File: src/rtl/spq_pkg.sv
// ----------------------------------------------------------------------------
// spq_pkg: shared definitions for the stable priority queue
// Operation and status codes, default sizes and the cell control struct.
// ----------------------------------------------------------------------------
package spq_pkg;

  // Default sizes
  localparam int SPQ_DEPTH         = 16;
  localparam int SPQ_PAYLOAD_BITS  = 32;
  localparam int SPQ_PRIORITY_BITS = 8;

  // Operation carried by an input beat
  typedef enum logic {
    OP_ENQ = 1'b0,
    OP_DEQ = 1'b1
  } spq_op_t;

  // Status carried by a result beat
  typedef enum logic [1:0] {
    ST_DONE  = 2'd0,
    ST_EMPTY = 2'd1,
    ST_FULL  = 2'd2
  } spq_status_t;

  // Per-cycle command broadcast to every cell
  typedef struct packed {
    logic enq;
    logic deq;
  } spq_ctl_t;

endpackage

File: src/rtl/spq_in_if.sv
// ----------------------------------------------------------------------------
// spq_in_if: request channel
// Valid/ready channel carrying one queue operation per beat.
// ----------------------------------------------------------------------------
interface spq_in_if
  import spq_pkg::*;
#(
  parameter int PAYLOAD_BITS  = SPQ_PAYLOAD_BITS,
  parameter int PRIORITY_BITS = SPQ_PRIORITY_BITS
);
  logic                            valid;
  logic                            ready;
  logic                            opcode;
  logic [PAYLOAD_BITS-1:0]         payload;
  logic signed [PRIORITY_BITS-1:0] priority_req;

  modport source (output valid, opcode, payload, priority_req, input ready);
  modport sink   (input valid, opcode, payload, priority_req, output ready);
endinterface

File: src/rtl/spq_out_if.sv
// ----------------------------------------------------------------------------
// spq_out_if: result channel
// Valid/ready channel carrying one operation result per beat.
// ----------------------------------------------------------------------------
interface spq_out_if
  import spq_pkg::*;
#(
  parameter int DEPTH        = SPQ_DEPTH,
  parameter int PAYLOAD_BITS = SPQ_PAYLOAD_BITS
);
  localparam int CNT_W = $clog2(DEPTH + 1);

  logic                    valid;
  logic                    ready;
  logic [1:0]              status;
  logic [PAYLOAD_BITS-1:0] item_out;
  logic [CNT_W-1:0]        occupancy;

  modport source (output valid, status, item_out, occupancy, input ready);
  modport sink   (input valid, status, item_out, occupancy, output ready);
endinterface

File: src/rtl/spq_cell.sv
// ----------------------------------------------------------------------------
// spq_cell: one slot of the sorted shift chain
// Holds one entry; on enqueue it holds, takes the new entry or takes its left
// neighbour, on dequeue it takes its right neighbour.
// ----------------------------------------------------------------------------
module spq_cell
  import spq_pkg::*;
#(
  parameter int PAYLOAD_BITS  = SPQ_PAYLOAD_BITS,
  parameter int PRIORITY_BITS = SPQ_PRIORITY_BITS
) (
  input  logic                            clk,
  input  spq_ctl_t                        ctl,
  input  logic                            occupied,
  input  logic [PAYLOAD_BITS-1:0]         new_payload,
  input  logic signed [PRIORITY_BITS-1:0] new_prio,
  input  logic                            left_keep,
  input  logic [PAYLOAD_BITS-1:0]         left_payload,
  input  logic signed [PRIORITY_BITS-1:0] left_prio,
  input  logic [PAYLOAD_BITS-1:0]         right_payload,
  input  logic signed [PRIORITY_BITS-1:0] right_prio,
  output logic                            keep,
  output logic [PAYLOAD_BITS-1:0]         payload,
  output logic signed [PRIORITY_BITS-1:0] prio
);

  logic [PAYLOAD_BITS-1:0]         payload_r, payload_nxt;
  logic signed [PRIORITY_BITS-1:0] prio_r, prio_nxt;

  // Stay put when the entry here ranks at or above the new one
  assign keep = occupied && (prio_r >= new_prio);

  // Select the next content of the slot
  always_comb begin
    payload_nxt = payload_r;
    prio_nxt    = prio_r;
    if (ctl.enq && !keep) begin
      if (left_keep) begin
        payload_nxt = new_payload;
        prio_nxt    = new_prio;
      end else begin
        payload_nxt = left_payload;
        prio_nxt    = left_prio;
      end
    end else if (ctl.deq) begin
      payload_nxt = right_payload;
      prio_nxt    = right_prio;
    end
  end

  // Hold the entry
  always_ff @(posedge clk) begin
    payload_r <= payload_nxt;
    prio_r    <= prio_nxt;
  end

  assign payload = payload_r;
  assign prio    = prio_r;

endmodule

File: src/rtl/stable_priority_queue.sv
// The result of an accepted request beat is registered and offered in the cycle after.
// Throughput: one enqueue or dequeue per cycle; every cell compares and shifts
// in parallel, and the output register frees whenever the result side takes.
// Reset clears the entry count and the output valid flag; cell contents are not
// cleared and are only read below the entry count.
// ----------------------------------------------------------------------------
// stable_priority_queue: sorted shift-register priority queue
// Highest priority at the head, first-in-first-out among equal priorities.
// ----------------------------------------------------------------------------
module stable_priority_queue
  import spq_pkg::*;
#(
  parameter int DEPTH         = SPQ_DEPTH,
  parameter int PAYLOAD_BITS  = SPQ_PAYLOAD_BITS,
  parameter int PRIORITY_BITS = SPQ_PRIORITY_BITS
) (
  input  logic      clk,
  input  logic      rst_n,
  spq_in_if.sink    in_ch,
  spq_out_if.source out_ch
);

  localparam int CNT_W = $clog2(DEPTH + 1);

  logic [CNT_W-1:0]        count_r, count_nxt;
  logic                    out_valid_r;
  logic [1:0]              status_r, status_nxt;
  logic [PAYLOAD_BITS-1:0] item_r, item_nxt;
  logic [CNT_W-1:0]        occ_r;

  logic     fire, full, empty, is_deq;
  spq_ctl_t ctl;

  logic [PAYLOAD_BITS-1:0]         pay_w  [DEPTH];
  logic signed [PRIORITY_BITS-1:0] prio_w [DEPTH];
  logic                            keep_w [DEPTH];

  // Accept while the output register is free or being emptied
  assign in_ch.ready = !out_valid_r || out_ch.ready;
  assign fire        = in_ch.valid && in_ch.ready;
  assign full        = (count_r == CNT_W'(DEPTH));
  assign empty       = (count_r == '0);
  assign is_deq      = (spq_op_t'(in_ch.opcode) == OP_DEQ);
  assign ctl.enq     = fire && !is_deq && !full;
  assign ctl.deq     = fire && is_deq && !empty;

  // Build the chain of cells
  for (genvar i = 0; i < DEPTH; i++) begin : g_cell
    logic                            lkeep;
    logic [PAYLOAD_BITS-1:0]         lpay, rpay;
    logic signed [PRIORITY_BITS-1:0] lprio, rprio;

    if (i == 0) begin : g_head
      assign lkeep = 1'b1;
      assign lpay  = in_ch.payload;
      assign lprio = in_ch.priority_req;
    end else begin : g_body
      assign lkeep = keep_w[i-1];
      assign lpay  = pay_w[i-1];
      assign lprio = prio_w[i-1];
    end

    if (i == DEPTH - 1) begin : g_tail
      assign rpay  = pay_w[i];
      assign rprio = prio_w[i];
    end else begin : g_inner
      assign rpay  = pay_w[i+1];
      assign rprio = prio_w[i+1];
    end

    spq_cell #(
      .PAYLOAD_BITS  (PAYLOAD_BITS),
      .PRIORITY_BITS (PRIORITY_BITS)
    ) u_cell (
      .clk           (clk),
      .ctl           (ctl),
      .occupied      (CNT_W'(i) < count_r),
      .new_payload   (in_ch.payload),
      .new_prio      (in_ch.priority_req),
      .left_keep     (lkeep),
      .left_payload  (lpay),
      .left_prio     (lprio),
      .right_payload (rpay),
      .right_prio    (rprio),
      .keep          (keep_w[i]),
      .payload       (pay_w[i]),
      .prio          (prio_w[i])
    );
  end

  // Work out count, status and item for the accepted beat
  always_comb begin
    count_nxt  = count_r;
    status_nxt = ST_DONE;
    item_nxt   = '0;
    if (ctl.enq) begin
      count_nxt = count_r + CNT_W'(1);
    end else if (ctl.deq) begin
      count_nxt = count_r - CNT_W'(1);
      item_nxt  = pay_w[0];
    end else if (is_deq) begin
      status_nxt = ST_EMPTY;
    end else begin
      status_nxt = ST_FULL;
    end
  end

  // Hold count and output register
  always_ff @(posedge clk) begin
    if (!rst_n) begin
      count_r     <= '0;
      out_valid_r <= 1'b0;
    end else begin
      if (fire) begin
        count_r     <= count_nxt;
        out_valid_r <= 1'b1;
      end else if (out_ch.ready) begin
        out_valid_r <= 1'b0;
      end
    end
    if (fire) begin
      status_r <= status_nxt;
      item_r   <= item_nxt;
      occ_r    <= count_nxt;
    end
  end

  assign out_ch.valid     = out_valid_r;
  assign out_ch.status    = status_r;
  assign out_ch.item_out  = item_r;
  assign out_ch.occupancy = occ_r;

  // Count never exceeds the number of cells
  a_count_bound: assert property (@(posedge clk) disable iff (!rst_n)
    count_r <= CNT_W'(DEPTH))
    else $error("entry count beyond depth");

  // A pending result reports the current count
  a_occ_match: assert property (@(posedge clk) disable iff (!rst_n)
    out_valid_r |-> occ_r == count_r)
    else $error("occupancy differs from entry count");

  // A full refusal only happens with every cell occupied
  a_full_status: assert property (@(posedge clk) disable iff (!rst_n)
    (out_valid_r && status_r == ST_FULL) |-> full)
    else $error("full status with free cells");

  // Only a completed operation returns a nonzero item
  a_item_done: assert property (@(posedge clk) disable iff (!rst_n)
    (out_valid_r && item_r != '0) |-> status_r == ST_DONE)
    else $error("item returned with error status");

  // The two leading entries stay in priority order
  a_head_order: assert property (@(posedge clk) disable iff (!rst_n)
    (count_r >= CNT_W'(2)) |-> prio_w[0] >= prio_w[1])
    else $error("head entries out of order");

endmodule

File: src/flat_wrapper.sv
// flat-port wrapper written by rule: the top's interface ports become plain ports
module stable_priority_queue_flat import spq_pkg::*;
#(
  parameter int DEPTH         = SPQ_DEPTH,
  parameter int PAYLOAD_BITS  = SPQ_PAYLOAD_BITS,
  parameter int PRIORITY_BITS = SPQ_PRIORITY_BITS
)
  (clk, rst_n, in_ch_valid, in_ch_opcode, in_ch_payload, in_ch_priority_req, in_ch_ready, out_ch_valid, out_ch_status, out_ch_item_out, out_ch_occupancy, out_ch_ready);
  spq_in_if #(.PAYLOAD_BITS(PAYLOAD_BITS), .PRIORITY_BITS(PRIORITY_BITS)) in_ch_i ();
  spq_out_if #(.DEPTH(DEPTH), .PAYLOAD_BITS(PAYLOAD_BITS)) out_ch_i ();
  input  logic clk;
  input  logic rst_n;
  input wire logic [$bits(in_ch_i.valid)-1:0] in_ch_valid;
  input wire logic [$bits(in_ch_i.opcode)-1:0] in_ch_opcode;
  input wire logic [$bits(in_ch_i.payload)-1:0] in_ch_payload;
  input wire logic [$bits(in_ch_i.priority_req)-1:0] in_ch_priority_req;
  output wire logic [$bits(in_ch_i.ready)-1:0] in_ch_ready;
  output wire logic [$bits(out_ch_i.valid)-1:0] out_ch_valid;
  output wire logic [$bits(out_ch_i.status)-1:0] out_ch_status;
  output wire logic [$bits(out_ch_i.item_out)-1:0] out_ch_item_out;
  output wire logic [$bits(out_ch_i.occupancy)-1:0] out_ch_occupancy;
  input wire logic [$bits(out_ch_i.ready)-1:0] out_ch_ready;
  assign in_ch_i.valid = in_ch_valid;
  assign in_ch_i.opcode = in_ch_opcode;
  assign in_ch_i.payload = in_ch_payload;
  assign in_ch_i.priority_req = in_ch_priority_req;
  assign in_ch_ready = in_ch_i.ready;
  assign out_ch_valid = out_ch_i.valid;
  assign out_ch_status = out_ch_i.status;
  assign out_ch_item_out = out_ch_i.item_out;
  assign out_ch_occupancy = out_ch_i.occupancy;
  assign out_ch_i.ready = out_ch_ready;
  stable_priority_queue #(.DEPTH(DEPTH), .PAYLOAD_BITS(PAYLOAD_BITS), .PRIORITY_BITS(PRIORITY_BITS)) u_core (.clk(clk), .rst_n(rst_n), .in_ch(in_ch_i), .out_ch(out_ch_i));
endmodule
File: config.mk
export PLATFORM = sky130hd
export DESIGN_NAME = stable_priority_queue_flat
export DESIGN_NICKNAME = d
export VERILOG_FILES = /design/src/rtl/spq_pkg.sv /design/src/rtl/spq_in_if.sv /design/src/rtl/spq_out_if.sv /design/src/rtl/spq_cell.sv /design/src/rtl/stable_priority_queue.sv /design/src/flat_wrapper.sv
export SDC_FILE = /design/constraint.sdc
export NUM_CORES = 1
export LEC_CHECK = 0
export BUFFER_PORTS_ARGS = -buffer_cell sky130_fd_sc_hd__buf_2
export CAP_MARGIN = 20
export CORE_ASPECT_RATIO = 0.8
export CORE_MARGIN = 1.5
export CORE_UTILIZATION = 53
export CTS_CLUSTER_SIZE = 8
export DETAILED_ROUTE_END_ITERATION = 10
export PLACE_DENSITY = 0.69
export SLEW_MARGIN = 30
export SYNTH_ARGS = -nofsm -noshare
export SYNTH_HDL_FRONTEND = slang
export SYNTH_SLANG_ARGS = --single-unit
File: constraint.sdc
create_clock -name clk -period 11.19 [get_ports clk]
set_input_delay 0.5595 -clock clk [delete_from_list [all_inputs] [get_ports clk]]
set_output_delay 0.5595 -clock clk [all_outputs]
set_load 0.01 [all_outputs]
==> out/metrics.csv, run 1 <==
metric,value,unit
Die X,300,um
Mean Syn Cell Area,11.4,um2
Hold Path Class,in -> reg,
dominant synthesized flop cell,edfxtp_1,
depth of the CTS H-tree,3,
Mapped Area,0.0373,mm2
routability cong.,0.972,
Die ar.,0.0720,mm2
multiplexer share of the synthesized area,15.9,%
Slew headroom,32.3,%
post-DP HPWL,66900,um
TritonCTS buffer count,95,
DIE HEIGHT,240,um
CP startpoint,in_ch_priority_req[5],
Worst-path clk slew,0.05,ns
flop-to-flop setup slack,6.92,ns
r2r startpoint,u_core.count_r[1],
Total GRT Usage,30.5,%
Post-synth EDFFs,679,
Initial Utilization,53.8,%
post-synth top area share,54.7,%
Crit Path Max Fanout,81,
worst slew pin tran,1.02,ns
final hold vios,0,
RSZ-0062 raised after global routing,false,
largest net degree at the start of global routing,92,
Power Density,185,mW/mm2
Overflow after GRT,0,
Port Buffers,85,
fin worst setup slack,6.90,ns
CTS tree,built,
remaining antenna violation count,0,
"Arr. time, crit path",4.55,ns
Post-DP Area,0.0384,mm2
Area Overhead vs Synth,10.0,%
first-pass GRT wire length,165000,um
number of setup buffers added after CTS,0,
CTS root buffer,clkbuf_16,
Mapped Nets,3458,
cell accounting for the most synthesized area,edfxtp_1,
synth top area cells,"edfxtp_1, mux2i_1, a21oi_1, ha_1, nor2_1",
sequential-to-total area share from yosys stat,55.0,%
Post-Synth Simple-Gate Area,8.41,%
Post-CTS Resized,0,
clock period minus worst slack,4.29,ns
Initial DRT Pass Iterations,6,
nets,3449,
clock tree sinks,685,
Worst IR Drop VDD,0.125,mV
Crit Path Class,in -> reg,
Clock Tree Buf Depth,3,
Via Count,27300,
Post-Synth XOR/XNOR Area,0.0704,%
run status,"finished, final reports clean",
largest family of logic cells by synthesized area,multiplexers,
antenna violations before repair,3,
post-synthesis async set-or-reset flop share,0,%
top post-synthesis cells by count,"edfxtp_1, a21oi_1, mux2i_1",
Worst Setup EP,u_core.g_cell[5].u_cell.prio[7],
vias in the first global route,26300,
fin crit share,38.3,%
cell area after layout,0.0410,mm2
WL per Instance,26.4,um
Pins Over Slew Limit,0,
total core area,0.0693,mm2
CTS Hold Bufs,0,
vias per inst,6.47,
synthesized instance count,3282,
"FF+latch count, synth",685,
total routed wirelength,111000,um
Core Rows,86,
highest clock rate,233,MHz
share of layout cells above drive strength 1,11.6,%
Reg2Reg Depth,9,
Ports,86,
Adder-Cell Fraction of Synth Area,4.39,%
drt drc,0,
CP startpoint kind,primary input,
Synth warnings,0,
clock latency on the worst-skew pair,0.66,ns
most common cell in the netlist,edfxtp_1,
FF-to-FF End,u_core.g_cell[5].u_cell.prio[7],
LEAKAGE,16.7,nW
crit end category,flop,
skew final,0.0283,ns
Synth Area in Compound Gates,12.6,%
filler cell count,5592,
worst path required time,11.45,ns
"Setup violations, final",0,
Sum Neg Setup Slack,0,ns
Placement Setup Slack,6.37,ns
# Max-Cap Violations,0,
drt initial violations,3047,
synth unique cells,72,
area by class of cell:
cell class	instances	area (um2)	area share (%)
timing repair buffer	154	1020	2.48
tap	924	1160	2.82
clock inverter	5	78.8	0.192
sequential	685	20500	50.0
multi-input combinational	2294	15600	38.1
clock buffer	106	2480	6.05
antenna	1	2.50	0.00610
inverter	43	161	0.393
registers in the layout, indices dropped and copies added (netlist names):
register                      flops
u_core.out_ch.valid               1
u_core.count_r                    5
u_core.g_cell.u_cell.payload    512
u_core.out_ch.status              2
u_core.out_ch.item_out           32
u_core.out_ch.occupancy           5
u_core.g_cell.u_cell.prio       128
through the flow:
step,instances,hold WS [ns],utilization (%),power (mW)
2_1_floorplan,3282,0.522,-,4.44
3_3_place_gp,4096,0.519,55.4,4.90
3_5_place_dp,4099,0.544,55.5,4.96
4_1_cts,4210,0.150,59.2,7.57
5_1_grt,4211,0.197,59.2,7.84
6_report,4212,0.174,59.2,7.58
power breakdown:
part	internal (mW)	switching (mW)	leakage, nW
clock	1.54	1.08	1.25
sequential	3.28	0.197	6.42
combinational	0.514	0.967	9.01
cells in the final DEF (no fill, tap or decap), types with 6 or more instances in the layout:
master,count
buf_4,63
a211oi_1,6
nand3_1,11
a31oi_1,48
ha_1,131
mux2_1,7
or2_2,11
a2bb2oi_1,40
o21ai_1,9
a21o_1,12
nand2b_1,17
a21oi_4,7
mux2i_1,510
mux2_2,65
o21ai_0,137
clkbuf_1,8
a21oi_1,511
nor2_1,387
nor3_1,9
edfxtp_1,679
nand4_1,9
nand2_1,229
inv_1,42
clkbuf_16,98
buf_2,85
a2111oi_0,7
and2_1,41
worst max-delay path, cell delays in order:
cell       delay [ns]
buf_2            0.30
inv_1            0.11
buf_4            0.26
ha_1             0.35
a21o_1           0.16
a2111oi_0        0.78
a2bb2oi_4        0.21
and2_2           0.15
buf_4            0.75
or2_2            0.24
buf_4            0.56
worst min-delay path by stage:
| stage | from | slack [ns] | cells after the start | end |
|---|---|---|---|---|
| after global placement | u_core.out_ch.valid | 0.52 | 2 | u_core.out_ch.valid |
| after detailed placement | u_core.g_cell[0].u_cell.payload[15] | 0.54 | 1 | u_core.out_ch.item_out[15] |
| after CTS | in_ch_valid | 0.15 | 3 | u_core.out_ch.valid |
| final | in_ch_valid | 0.17 | 3 | u_core.out_ch.valid |
| after floorplan | u_core.g_cell[4].u_cell.payload[0] | 0.52 | 2 | u_core.g_cell[3].u_cell.payload[0] |
| after global routing | in_ch_valid | 0.20 | 3 | u_core.out_ch.valid |
logic make-up (layout without fill, tap and decap cells):
logic type / after synthesis / after routing
adders and majority gates: 131 / 131
AOI/OAI and AO/OA: 827 / 827
buffers and inverters: 303 / 308
other: 0 / 1
and+or+nand+nor: 751 / 751
xor gates and xnor gates: 3 / 3
muxes: 582 / 582
DFF: 685 / 685
per-layer routing:
metal,track usage (%),wire length [um]
met1,44.9,49700
met2,45.4,47600
met3,6.56,11100
met4,8.95,2770
met5,0,0
Note: power is estimated with default switching activity, not from simulation.
==> inputs of run 2 (changes only) <==
Settings changed: PLACE_DENSITY 0.69 to 0.72.
Clock period 11.19 ns to 3.6 ns, I/O delays scaled along.
==> run 2 against run 1 <==
  * Worst hold slack got worse by 0.12 ns
  * Total power increased to 3.1 times the previous value
  * Sequential power increased to 3.1 times the previous value
  * Clock-buffer cell count decreased by 2
  * Register-to-register slack got worse by 6.3 ns
==> out/metrics.csv, run 2 (same netlist as run 1, synthesis figures left out) <==
metric,value,unit,change
CTS root buffer,clkbuf_16,,
drt initial violations,3396,,+11%
RSZ-0062 raised after global routing,false,,
drt drc,0,,unchanged
# Max-Cap Violations,0,,unchanged
hold_sp,in_ch_payload[12],,
share of layout cells above drive strength 1,13.3,%,+1.8 points
Pins Over Slew Limit,0,,unchanged
Crit Path Max Fanout,20,,-75%
Hold Path Class,in -> reg,,
Sum Neg Setup Slack,0,ns,unchanged
remaining antenna violation count,0,,unchanged
Worst-path clk slew,0.05,ns,about the same
Overflow after GRT,0,,unchanged
"Arr. time, crit path",3.36,ns,-1.19 ns
depth of the CTS H-tree,3,,unchanged
Ports,86,,unchanged
total routed wirelength,111000,um,-0.10%
CTS Hold Bufs,3,,+3
Worst IR Drop VDD,0.443,mV,+250%
Total GRT Usage,30.7,%,+0.16 points
vias in the first global route,27900,,+5.8%
Placement Setup Slack,0.555,ns,-5.81 ns
total core area,0.0693,mm2,unchanged
met3 Use GR,7.30,%,+0.74 points
"most common cell after layout, fill and taps aside",edfxtp_1,,
highest clock rate,330,MHz,
r2r startpoint,u_core.g_cell[9].u_cell.prio[0],,
clock tree sinks,685,,unchanged
Die X,300,um,unchanged
CP startpoint,u_core.g_cell[9].u_cell.prio[0],,
nets,3520,,+2.1%
TritonCTS buffer count,95,,unchanged
"Setup violations, final",0,,unchanged
Clock Tree Buf Depth,3,,unchanged
Port Buffers,85,,unchanged
worst slew pin tran,0.971,ns,-0.0450 ns
Slew headroom,35.3,%,+3.0 points
number of setup buffers added after CTS,0,,unchanged
Initial DRT Pass Iterations,7,,+1
GR peak layer,met2,,
clock latency on the worst-skew pair,0.66,ns,about the same
Post-CTS Resized,0,,unchanged
fin crit share,84.1,%,
CTS tree,built,,
Initial Utilization,53.8,%,unchanged
DIE HEIGHT,240,um,unchanged
antenna violations before repair,4,,+1
LEAKAGE,17.3,nW,+3.6%
end of the worst hold path,u_core.g_cell[10].u_cell.payload[12],,
fin worst setup slack,0.574,ns,-6.33 ns
post-DP HPWL,71800,um,+7.2%
Util after Layout,61.0,%,+1.8 points
crit end category,flop,,
CP startpoint kind,flop,,
first-pass GRT wire length,169000,um,+2.3%
Core Rows,86,,unchanged
vias per inst,6.52,,+0.70%
Power Density,563,mW/mm2,+200%
met2 usage,45.8,%,+0.48 points
WL per Instance,25.9,um,-1.7%
routability cong.,0.950,,-2.3%
largest net degree at the start of global routing,88,,-4.3%
flop-to-flop setup slack,0.57,ns,-6.35 ns
worst path required time,3.93,ns,-7.52 ns
Die ar.,0.0720,mm2,unchanged
Area Overhead vs Synth,13.4,%,
"Power, Total",23.8,mW,+210%
most frequent cells in the layout,"edfxtp_1, a21oi_1, mux2i_1, nor2_1, nand2_1",,
Reg area,0.0205,mm2,about the same
filler cell count,5421,,-3.1%
final hold vios,0,,unchanged
Crit Path Class,reg -> reg,,
clock period minus worst slack,3.03,ns,
skew final,0.0435,ns,+0.0152 ns
Via Count,27900,,+2.4%
Largest register FFs,512,,unchanged
met1 Use GR,44.9,%,about the same
area of the multi-input gates,0.0156,mm2,unchanged
run status,"finished, final reports clean",,
Min-Delay Path Depth,3,,unchanged
FF-to-FF End,u_core.g_cell[9].u_cell.payload[6],,
Reg2Reg Depth,9,,unchanged
run 2: cell count changes in the layout (fill, tap and decap cells not counted), sizes merged:
cell,delta
inv,-2
dlygate4sd3,+3
clkbuf,-2
clkinv,+3
buf,+68
run 2: stage by stage:
step / instance area, um2 / hold slack (ns) / instances
CTS: 42300 / 0.0256 / 4281
floorplan: 37300 / 0.302 / 3282
detailed placement: 39700 / 0.451 / 4168
finish: 42300 / 0.0535 / 4282
global placement: 39600 / 0.440 / 4166
global route: 42300 / 0.0534 / 4282
run 2: area by class of cell:
type                       count  share of cell area, %
tap                          924                   2.73
clock inverter                 6                  0.299
sequential                   685                   48.5
clock buffer                 104                   5.80
inverter                      43                  0.382
antenna                        1                0.00592
multi-input combinational   2294                   36.9
timing repair buffer         225                   5.35
run 2: worst max-delay path: stages (launching register included):
cell and delay, ns:
edfxtp_1 0.42, inv_1 0.12, ha_1 0.22, nand2b_1 0.15, a2111oi_0 0.59, a2111oi_2 0.12, buf_4 0.20, or2_2 0.39
o21ai_4 0.23, buf_12 0.23
run 2: power breakdown:
part | switching [mW] | leakage, nW | internal, mW | total [mW]
clock network | 3.37 | 1.25 | 4.76 | 8.13
logic | 3.04 | 9.61 | 1.87 | 4.91
registers | 0.604 | 6.42 | 10.2 | 10.8
total | 7.01 | 17.3 | 16.8 | 23.8
run 2: worst max path at each step:
stage	endpoint	slack, ns	depth (start not counted)
floorplan	u_core.g_cell[10].u_cell.payload[0]	0.03	9
global placement	u_core.g_cell[13].u_cell.prio[0]	0.28	9
detailed placement	u_core.g_cell[9].u_cell.payload[17]	0.56	9
CTS	u_core.g_cell[9].u_cell.payload[3]	0.61	9
global route	u_core.g_cell[9].u_cell.payload[3]	0.48	9
finish	u_core.g_cell[9].u_cell.payload[6]	0.57	9
run 2: metal layers:
metal	part of all wire, %	routed length [um]
met1	44	48600
met2	43	48000
met3	11	12200
met4	2.0	2270
met5	0.020	22
